===== src/design/arpc_pkg.sv =====
// Package with shared types and codes of the ARP cache resolver.
package arpc_pkg;

  localparam logic [2:0] ST_FOUND    = 3'd0;
  localparam logic [2:0] ST_NO_ROUTE = 3'd1;
  localparam logic [2:0] ST_REQUEST  = 3'd2;
  localparam logic [2:0] ST_DROPPED  = 3'd3;
  localparam logic [2:0] ST_NOT_US   = 3'd4;
  localparam logic [2:0] ST_ACCEPTED = 3'd5;

  localparam logic [1:0] SK_NONE    = 2'd0;
  localparam logic [1:0] SK_REQUEST = 2'd1;
  localparam logic [1:0] SK_REPLY   = 2'd2;

  localparam logic [1:0] REG_OWN_IP  = 2'd0;
  localparam logic [1:0] REG_MASK    = 2'd1;
  localparam logic [1:0] REG_GATEWAY = 2'd2;
  localparam logic [1:0] REG_OWN_MAC = 2'd3;

  localparam logic [15:0] HW_ETHERNET = 16'h0001;
  localparam logic [15:0] PROTO_IPV4  = 16'h0800;
  localparam logic [15:0] OP_REQUEST  = 16'h0001;

  typedef struct packed {
    logic accept;
    logic check;
    logic rd;
    logic cmp;
    logic fin;
  } cmd_t;

  typedef struct packed {
    logic early;
    logic hit;
    logic last;
    logic out_free;
  } stat_t;

endpackage


===== src/design/arp_cache_resolver_top.sv =====
// Top level of the ARP cache resolver.
// One item is in work at a time. An item either ends at the address checks or walks from 1
// to ENTRIES cache slots; each slot costs a registered memory read and a compare. The result
// sits in an output register, so a new item is taken as soon as the previous one has been
// loaded there. The user must see that configuration is written only while the block is idle;
// the block itself does not enforce this. own_mac is kept but not used.
module arp_cache_resolver_top #(
  parameter int ENTRIES = 8
) (
  input  logic         clk_i,
  input  logic         rst_ni,
  input  logic         cfg_we_i,
  input  logic [1:0]   cfg_addr_i,
  input  logic [47:0]  cfg_wdata_i,
  input  logic         s_tvalid,
  output logic         s_tready,
  input  logic         s_tuser,   // action
  // query_ip, hw_type, proto_type, opcode, sender_mac, sender_ip, target_ip
  input  logic [191:0] s_tdata,
  output logic         m_tvalid,
  input  logic         m_tready,
  output logic [4:0]   m_tuser,   // status, send_kind
  // resolved_mac, send_dest_mac, send_target_ip, send_source_ip
  output logic [159:0] m_tdata
);

  arpc_pkg::cmd_t  cmd;
  arpc_pkg::stat_t stat;

  arpc_ctrl u_ctrl (
    .clk_i      (clk_i),
    .rst_ni     (rst_ni),
    .s_tvalid_i (s_tvalid),
    .s_tready_o (s_tready),
    .stat_i     (stat),
    .cmd_o      (cmd)
  );

  arpc_dp #(.ENTRIES(ENTRIES)) u_dp (
    .clk_i       (clk_i),
    .rst_ni      (rst_ni),
    .cfg_we_i    (cfg_we_i),
    .cfg_addr_i  (cfg_addr_i),
    .cfg_wdata_i (cfg_wdata_i),
    .s_tuser_i   (s_tuser),
    .s_tdata_i   (s_tdata),
    .m_tvalid_o  (m_tvalid),
    .m_tready_i  (m_tready),
    .m_tuser_o   (m_tuser),
    .m_tdata_o   (m_tdata),
    .cmd_i       (cmd),
    .stat_o      (stat)
  );

endmodule


===== src/design/arpc_ctrl.sv =====
// Controller state machine that sequences the check, the cache walk and the result.
module arpc_ctrl (
  input  logic           clk_i,
  input  logic           rst_ni,
  input  logic           s_tvalid_i,
  output logic           s_tready_o,
  input  arpc_pkg::stat_t stat_i,
  output arpc_pkg::cmd_t  cmd_o
);

  typedef enum logic [4:0] {
    S_IDLE  = 5'b00001,
    S_CHECK = 5'b00010,
    S_RD    = 5'b00100,
    S_CMP   = 5'b01000,
    S_FIN   = 5'b10000
  } state_e;

  state_e state_q, state_d;

  always_comb begin
    state_d = state_q;
    cmd_o   = '0;
    case (state_q)
      S_IDLE: begin
        cmd_o.accept = s_tvalid_i;
        if (s_tvalid_i) state_d = S_CHECK;
      end
      S_CHECK: begin
        cmd_o.check = 1'b1;
        state_d = stat_i.early ? S_FIN : S_RD;
      end
      S_RD: begin
        cmd_o.rd = 1'b1;
        state_d = S_CMP;
      end
      S_CMP: begin
        cmd_o.cmp = 1'b1;
        state_d = (stat_i.hit || stat_i.last) ? S_FIN : S_RD;
      end
      S_FIN: begin
        cmd_o.fin = stat_i.out_free;
        if (stat_i.out_free) state_d = S_IDLE;
      end
      default: state_d = S_IDLE;
    endcase
  end

  assign s_tready_o = (state_q == S_IDLE);

  always_ff @(posedge clk_i or negedge rst_ni) begin
    if (!rst_ni) begin
      state_q <= S_IDLE;
    end else begin
      state_q <= state_d;
    end
  end

endmodule


===== src/design/arpc_dp.sv =====
// Datapath with configuration, cache memories, replacement pointer and result register.
module arpc_dp #(
  parameter int ENTRIES = 8
) (
  input  logic            clk_i,
  input  logic            rst_ni,
  input  logic            cfg_we_i,
  input  logic [1:0]      cfg_addr_i,
  input  logic [47:0]     cfg_wdata_i,
  input  logic            s_tuser_i,
  input  logic [191:0]    s_tdata_i,
  output logic            m_tvalid_o,
  input  logic            m_tready_i,
  output logic [4:0]      m_tuser_o,
  output logic [159:0]    m_tdata_o,
  input  arpc_pkg::cmd_t  cmd_i,
  output arpc_pkg::stat_t stat_o
);

  localparam int IW = $clog2(ENTRIES);
  localparam logic [IW-1:0] LAST_IDX = IW'(ENTRIES - 1);

  logic [31:0] own_ip_q, mask_q, gw_q;
  logic [47:0] own_mac_q;

  logic        action_q;
  logic [31:0] query_q, sip_q, tip_q;
  logic [15:0] hw_q, pt_q, op_q;
  logic [47:0] smac_q;

  logic [31:0] key_q;
  logic        early_q;
  logic [2:0]  early_code_q;
  logic        hit_q;
  logic [47:0] hit_mac_q;
  logic [IW-1:0] ptr_q, cnt_q;

  logic [31:0] mem_ip [ENTRIES];
  logic [47:0] mem_mac [ENTRIES];
  logic [ENTRIES-1:0] vld_q;
  logic [31:0] rd_ip_q;
  logic [47:0] rd_mac_q;
  logic        rd_vld_q;

  logic        out_vld_q;
  logic [4:0]  out_user_q;
  logic [159:0] out_data_q;

  logic        offsub, bad_frame, early_c, hit_c, last_c;
  logic [31:0] key_c, cur_ip;
  logic [IW-1:0] ptr_dec, ptr_inc, wr_addr;
  logic        ip_we, mac_we, insert, for_us;
  logic [2:0]  res_status;
  logic [1:0]  res_kind;
  logic [47:0] res_rmac, res_dmac;
  logic [31:0] res_tip, res_sip;

  assign offsub    = ((query_q ^ own_ip_q) & mask_q) != 32'd0;
  assign bad_frame = (hw_q != arpc_pkg::HW_ETHERNET) || (pt_q != arpc_pkg::PROTO_IPV4);
  assign early_c   = action_q ? bad_frame : (offsub && (gw_q == 32'd0));
  assign key_c     = action_q ? sip_q : (offsub ? gw_q : query_q);
  assign cur_ip    = rd_vld_q ? rd_ip_q : 32'd0;
  assign hit_c     = (cur_ip == key_q);
  assign last_c    = !hit_c && (cnt_q == LAST_IDX);
  assign ptr_dec   = (ptr_q == '0) ? LAST_IDX : ptr_q - IW'(1);
  assign ptr_inc   = (ptr_q == LAST_IDX) ? '0 : ptr_q + IW'(1);

  assign stat_o.early    = early_c;
  assign stat_o.hit      = hit_c;
  assign stat_o.last     = last_c;
  assign stat_o.out_free = !out_vld_q || m_tready_i;

  // A refreshed slot also gets its address written back, so a cleared slot becomes valid.
  assign for_us  = (tip_q == own_ip_q);
  assign insert  = cmd_i.fin && !early_q && action_q && !hit_q && for_us;
  assign mac_we  = (cmd_i.fin && !early_q && action_q && hit_q) || insert;
  assign ip_we   = mac_we;
  assign wr_addr = hit_q ? ptr_q : ptr_inc;

  always_comb begin
    res_status = arpc_pkg::ST_FOUND;
    res_kind   = arpc_pkg::SK_NONE;
    res_rmac   = '0;
    res_dmac   = '0;
    res_tip    = '0;
    res_sip    = '0;
    if (early_q) begin
      res_status = early_code_q;
    end else if (!action_q) begin
      if (hit_q) begin
        res_rmac = hit_mac_q;
      end else begin
        res_status = arpc_pkg::ST_REQUEST;
        res_kind   = arpc_pkg::SK_REQUEST;
        res_tip    = key_q;
        res_sip    = own_ip_q;
      end
    end else if (!for_us) begin
      res_status = arpc_pkg::ST_NOT_US;
    end else begin
      res_status = arpc_pkg::ST_ACCEPTED;
      if (op_q == arpc_pkg::OP_REQUEST) begin
        res_kind = arpc_pkg::SK_REPLY;
        res_dmac = smac_q;
        res_tip  = sip_q;
        res_sip  = tip_q;
      end
    end
  end

  always_ff @(posedge clk_i) begin
    if (ip_we) mem_ip[wr_addr] <= sip_q;
    if (mac_we) mem_mac[wr_addr] <= smac_q;
    if (cmd_i.rd) begin
      rd_ip_q  <= mem_ip[ptr_q];
      rd_mac_q <= mem_mac[ptr_q];
    end
  end

  always_ff @(posedge clk_i) begin
    if (cmd_i.accept) begin
      action_q <= s_tuser_i;
      query_q  <= s_tdata_i[31:0];
      hw_q     <= s_tdata_i[47:32];
      pt_q     <= s_tdata_i[63:48];
      op_q     <= s_tdata_i[79:64];
      smac_q   <= s_tdata_i[127:80];
      sip_q    <= s_tdata_i[159:128];
      tip_q    <= s_tdata_i[191:160];
    end
    if (cmd_i.check) begin
      key_q        <= key_c;
      early_q      <= early_c;
      early_code_q <= action_q ? arpc_pkg::ST_DROPPED : arpc_pkg::ST_NO_ROUTE;
    end
    if (cmd_i.cmp && hit_c) hit_mac_q <= rd_vld_q ? rd_mac_q : 48'd0;
    if (cmd_i.fin) begin
      out_user_q <= {res_kind, res_status};
      out_data_q <= {res_sip, res_tip, res_dmac, res_rmac};
    end
  end

  always_ff @(posedge clk_i or negedge rst_ni) begin
    if (!rst_ni) begin
      own_ip_q  <= '0;
      mask_q    <= '0;
      gw_q      <= '0;
      own_mac_q <= '0;
      vld_q     <= '0;
      ptr_q     <= LAST_IDX;
      cnt_q     <= '0;
      hit_q     <= 1'b0;
      rd_vld_q  <= 1'b0;
      out_vld_q <= 1'b0;
    end else begin
      if (cfg_we_i) begin
        case (cfg_addr_i)
          arpc_pkg::REG_OWN_IP:  own_ip_q  <= cfg_wdata_i[31:0];
          arpc_pkg::REG_MASK:    mask_q    <= cfg_wdata_i[31:0];
          arpc_pkg::REG_GATEWAY: gw_q      <= cfg_wdata_i[31:0];
          arpc_pkg::REG_OWN_MAC: own_mac_q <= cfg_wdata_i;
          default: ;
        endcase
      end
      if (cmd_i.check) begin
        cnt_q <= '0;
        hit_q <= 1'b0;
      end
      if (cmd_i.rd) rd_vld_q <= vld_q[ptr_q];
      if (cmd_i.cmp) begin
        if (hit_c) begin
          hit_q <= 1'b1;
        end else begin
          ptr_q <= ptr_dec;
          cnt_q <= cnt_q + IW'(1);
        end
      end
      if (insert) begin
        ptr_q <= ptr_inc;
      end
      if (mac_we) begin
        vld_q[wr_addr] <= 1'b1;
      end
      if (cmd_i.fin) begin
        out_vld_q <= 1'b1;
      end else if (m_tready_i) begin
        out_vld_q <= 1'b0;
      end
    end
  end

  assign m_tvalid_o = out_vld_q;
  assign m_tuser_o  = out_user_q;
  assign m_tdata_o  = out_data_q;

endmodule


===== config.mk =====
export PLATFORM = sky130hd
export DESIGN_NAME = arp_cache_resolver_top
export DESIGN_NICKNAME = d
export VERILOG_FILES = /design/src/design/arpc_pkg.sv /design/src/design/arp_cache_resolver_top.sv /design/src/design/arpc_ctrl.sv /design/src/design/arpc_dp.sv
export SDC_FILE = /design/constraint.sdc
export NUM_CORES = 1
export LEC_CHECK = 0
export ABC_AREA = 0
export BUFFER_PORTS_ARGS = -buffer_cell sky130_fd_sc_hd__buf_2
export CAP_MARGIN = 20
export CORE_ASPECT_RATIO = 0.9
export CORE_MARGIN = 3
export CORE_UTILIZATION = 30
export CTS_CLUSTER_DIAMETER = 60
export CTS_CLUSTER_SIZE = 25
export DETAILED_ROUTE_END_ITERATION = 6
export RECOVER_POWER = 50
export SYNTH_ARGS = -nofsm -noshare
export SYNTH_HDL_FRONTEND = slang
export SYNTH_SLANG_ARGS = --single-unit

===== constraint.sdc =====
create_clock -name clk_i -period 20.8 [get_ports clk_i]
set_input_delay 4.16 -clock clk_i [delete_from_list [all_inputs] [get_ports clk_i]]
set_output_delay 4.16 -clock clk_i [all_outputs]
set_load 0.02 [all_outputs]

=== Word level (Yosys, flattened, before mapping) ===
Memory sizes are Yosys's and may differ from the RTL's. A register that Yosys moved wholly into a read port is not among the register bits.
Cells that the tools add are included.

* Add/subtract/negate cells: 3
* Reduce and logical (&&, ||, !) cells: 30
* Mux-type cells: 51
* Equal/unequal tests: 17
* Bitwise gates (word level): 7
* Order comparisons: 3

{| class="wikitable"
|+ Operators by type and width
! cell !! count
|-
| $mux W32 || 11
|-
| $eq A32 B32 Y1 || 2
|-
| $mux W3 || 11
|-
| $and A32 B32 Y32 || 1
|-
| $logic_not A32 Y1 || 1
|-
| $reduce_bool A32 Y1 || 1
|-
| $xor A32 B32 Y32 || 1
|-
| $pmux W5 S5 || 1
|-
| $mux W5 || 4
|-
| $mux W1 || 17
|-
| $eq A16 B1 Y1 const B || 1
|-
| $ne A16 B1 Y1 const B || 1
|-
| $ne A16 B12 Y1 const B || 1
|-
| $mux W2 || 5
|-
| $reduce_and A2 Y1 || 5
|-
| $logic_and A1 B1 Y1 || 9
|-
| $lt A3 B4 Y1 const B || 2
|-
| $or A8 B8 Y8 || 1
|-
| $add A3 B1 Y3 const B || 2
|-
| $eq A3 B3 Y1 const B || 2
|-
| $eq A5 B1 Y1 const B || 1
|-
| $eq A5 B2 Y1 const B || 1
|-
| $eq A5 B3 Y1 const B || 1
|-
| $eq A5 B4 Y1 const B || 1
|-
| 17 further kinds || 28
|}

* Bits in writable memories: 640
* Register bits: 560
* Output and inout bits: 167
* Word-level logic and storage cells: 140
* Memories kept: 2
* Input port bits: 248

{| class="wikitable"
|+ Memories
! name !! depth !! bits a word !! rd ports !! clocked after Yosys merged registers in !! wr ports !! RTL line !! text
|-
| u_dp.mem_mac || 8 || 48 || 1 || 1 || 1 || arpc_dp.sv:39 || <nowiki>logic [47:0] mem_mac [ENTRIES];</nowiki>
|-
| u_dp.mem_ip || 8 || 32 || 1 || 1 || 1 || arpc_dp.sv:38 || <nowiki>logic [31:0] mem_ip [ENTRIES];</nowiki>
|}

=== Longest topological paths before layout ===
* Depth after elaboration: 10
* Gate-level depth with buffers: 9
* Depth with buffers taken out: 7

=== Hierarchy ===
Synthesis repeated with hierarchy kept, for this count alone.

* Cells, all modules: 2530
* Area total of the unflattened synthesis: 48423.9 µm²

{| class="wikitable"
|+ By module, submodules not included
! module !! area each (µm²) !! seq. area each (µm²) !! times used !! cells each
|-
| arpc_dp || 48131.2 || 37664.9 || 1 || 2500
|-
| arpc_ctrl || 292.8 || 126.4 || 1 || 30
|}

=== Worst setup path after synthesis ===
No wires, ideal clock.

* Path kind: in2reg
* From: input port m_tready
* To: register u_dp.vld_q[2]
* Data required time: 20.713 ns
* Setup slack: 4.585 ns
* Setup time: 0.087 ns
* Buffers on the path: 0
* Data arrival time: 16.128 ns
* Cell stages on the path: 6
* Cells stage by stage: nor2b_1 -> nor2_1 -> nand2_1 -> a21oi_1 -> nor2b_1 -> or2_2

{| class="wikitable"
|+ RTL lines
! what !! RTL line !! text
|-
| from (decl) || arp_cache_resolver_top.sv:21 || <nowiki>input logic m_tready,</nowiki>
|-
| to (signal assigned) || arpc_dp.sv:149 || <nowiki>vld_q <= '0;</nowiki>
|-
| to (signal, indexed assignment) || arpc_dp.sv:182 || <nowiki>vld_q[wr_addr] <= 1'b1;</nowiki>
|-
| to (decl) || arpc_dp.sv:40 || <nowiki>logic [ENTRIES-1:0] vld_q;</nowiki>
|}

==> results.yml <==
outcome:
  status: "finished, violations left"
  violations: "max-capacitance violations, max-slew violations"
worst_hold_path:
  hold_start: "u_dp.vld_q[6]"
  holdPathStages: 1
  hold_path_class: "flop to flop"
  hold-path-endpoint: "u_dp.vld_q[6]"
clocking:
  cts_tree: "done"
  cts.sinks: 1278
  cts_resized: 0
  ctsHoldBuffers: 0
  numCtsBuffers: 104
  clockRootBuffer: "clkbuf_16"
  path_clk_slew_ps: 80
  clk_latency_ps: 750
  clock_path_buffers: 3
  htree_levels: 3
  post_cts_buffers: 0
setup_path:
  rrSetupSlack_ps: 11620
  crit_family: "buffers and inverters"
  crit_path_max_fanout: 47
  startpoint_type: "flop"
  reg2regPathDepth: 5
  critPathKind: "flop to flop"
  crit_path_max_incr_delay_ps: 2950
  cp.required_ps: 21290
  r2r_end: "u_dp.rd_mac_q[36]"
  arrival_ps: 9670
  regToRegStartpoint: "u_dp.ptr_q[0]"
  cp_slowest_cell: "clkbuf_1"
  crit_path_end_kind: "flop"
  worstPathCellList: "clkbuf_1, clkbuf_1, mux4_2, nand2_1, nand2_1"
  cp_num_buf_inv: 2
die:
  rows: 139
  initial_core_util: 0.303
  die_y_um: 387
  die-area_sq_um: 166000
  boundaryPins: 415
  core_sq_um: 160000
  fp.dieW_um: 429
logic_synthesis:
  syn-cell-area_sq_um: 48400
  yosys_most_used_dff: "edfxtp_1"
  yosys.cell_types.count: 53
  synth_area_leader_cell: "edfxtp_1"
  yosysWarningCount: 0
  synth_edf_count: 1160
  synth-seq-cells: 1278
  synth-seq-area-share: 0.781
  synth_area_leaders: "edfxtp_1 (72%), mux4_2 (7.5%), dfrtp_1 (5.9%)"
  async_flop_share: 0.0923
  syn_avg_cell_area_sq_um: 19.1
  synth_top_area_frac: 0.720
  netlist_instances: 2531
  synth_nets: 2785
placement:
  io_buffers: 398
  dp_hpwl_um: 75300
  gp_congestion: 0.804
sta:
  final_hold_viol_count: 0
  period_share: 0.441
  setup_viol: 0
  slew_violations: 978
  fin_setup_tns_ps: 0
  finClkSkew_ps: 64.9
  timing.final.crit_period_ps: 9180
  max_freq_mhz: 109
  worst_pin_slew_ps: 4350
  slew_headroom: -1.90
  rsz0062_at_grt: "false"
cells_and_area:
  layout_commonest_cell: "edfxtp_1"
  nets: 3222
  mostFrequentLayoutCells: "edfxtp_1 (1160), buf_2 (382), nand2_1 (284)"
  drive_gt1_frac: 0.288
  area_growth_pct: 17.0
  postLayoutCoreUtil: 0.354
grt:
  antenna_found_initial: 32
  grt_pass1_wl_um: 174000
  grt_pass1_vias: 24682
  grt_overflow: 0
  grt_use_total: 0.143
  grt_max_degree: 148
power:
  powerDensity_nw_per_um2: 107
  ir_drop_v: 0.0000623
  power_leakage_uw: 0.0190
job:
  maxCapViolCount: 20
drt:
  routed_wl_um: 121000
  first_pass_iters: 5
  drc: 0
  viasPerCell: 4.67
  routedWlPerCell_um: 23.3
  ant_nets: 0
  first_iter_violations: 1945
  vias: 24229
how the worst max path moves through the flow:
stage	startpoint	end	cells after the start
floorplan	m_tready	u_dp.vld_q[2]	6
global placement	m_tready	u_dp.mem_mac[0][24]	6
detailed placement	m_tready	u_dp.mem_mac[1][24]	6
CTS	m_tready	u_dp.mem_mac[1][3]	6
global route	u_dp.ptr_q[0]	u_dp.rd_mac_q[43]	5
finish	u_dp.ptr_q[0]	u_dp.rd_mac_q[36]	5
metrics by stage:
step	instance area [sq um]	instances	total power (uW)	hold slack [ps]	setup WS [ps]
after floorplan	48400	2531	3750	434	4590
after global placement	52900	4974	4000	448	13380
after detailed placement	53000	4976	4010	449	13410
after CTS	56700	5174	6120	471	14180
after global routing	56600	5186	6320	490	10040
final	56600	5192	6070	468	11620
where the power goes:
part / switching [uW] / internal [uW]
Combinational: 356 / 331
Sequential: 205 / 3070
Clock: 1080 / 1020
Total: 1640 / 4430
cell usage after synthesis, drive strengths merged (21+ instances only):
cell type  number
a22o           64
and2          148
buf            45
clkbuf         64
dfrtp         114
edfxtp       1160
mux2           98
mux2i          35
mux4          162
nand2         284
nor2           21
nor4           23
o21ai          44
xnor2          33
xor2           47
final cells by class:
class / count / area (sq um)
timing repair buffer: 440 / 2280
inverter: 14 / 55.1
clock inverter: 86 / 1110
clock buffer: 112 / 2630
fill: 15045 / 103000
tap: 2115 / 2650
antenna: 17 / 42.5
multi-input combinational: 1130 / 10100
sequential: 1278 / 37800
registers in the layout, indices dropped and copies added (netlist names), 3 cells and up:
name,count
u_dp.hit_mac_q,48
u_dp.gw_q,32
u_dp.tip_q,32
u_dp.rd_mac_q,48
u_dp.sip_q,32
u_dp.vld_q,8
u_dp.m_tuser_o,5
u_dp.hw_q,16
u_dp.m_tdata_o,160
u_dp.op_q,16
u_dp.ptr_q,3
u_dp.mem_mac,384
u_dp.cnt_q,3
u_dp.pt_q,16
u_ctrl.state_q,5
u_dp.own_ip_q,32
u_dp.mask_q,32
u_dp.query_q,32
u_dp.key_q,32
u_dp.rd_ip_q,32
u_dp.smac_q,48
u_dp.mem_ip,256
cell families (layout without fill, tap and decap cells):
logic type               count (synthesis)  after routing  share of synthesized area
AND/OR/NAND/NOR                        573            573                     0.0596
flip-flops                            1278           1278                      0.781
adder cells (fa/ha/maj)                  6              6                    0.00155
AO/OA/AOI/OAI                          176            176                     0.0264
multiplexers                           295            295                      0.105
buffers and inverters                  123            652                     0.0120
XOR/XNOR                                80             80                     0.0145
other                                    0             17                          0
routing by layer:
metal	vias to the layer above	wire length (um)	global-route usage
met3	194	6020	0.0281
met2	586	62000	0.243
met5	-	42	0
met4	8	3850	0.0496
li1	10797	-	-
met1	12644	49200	0.181
Note: power is estimated with default switching activity, not from simulation.
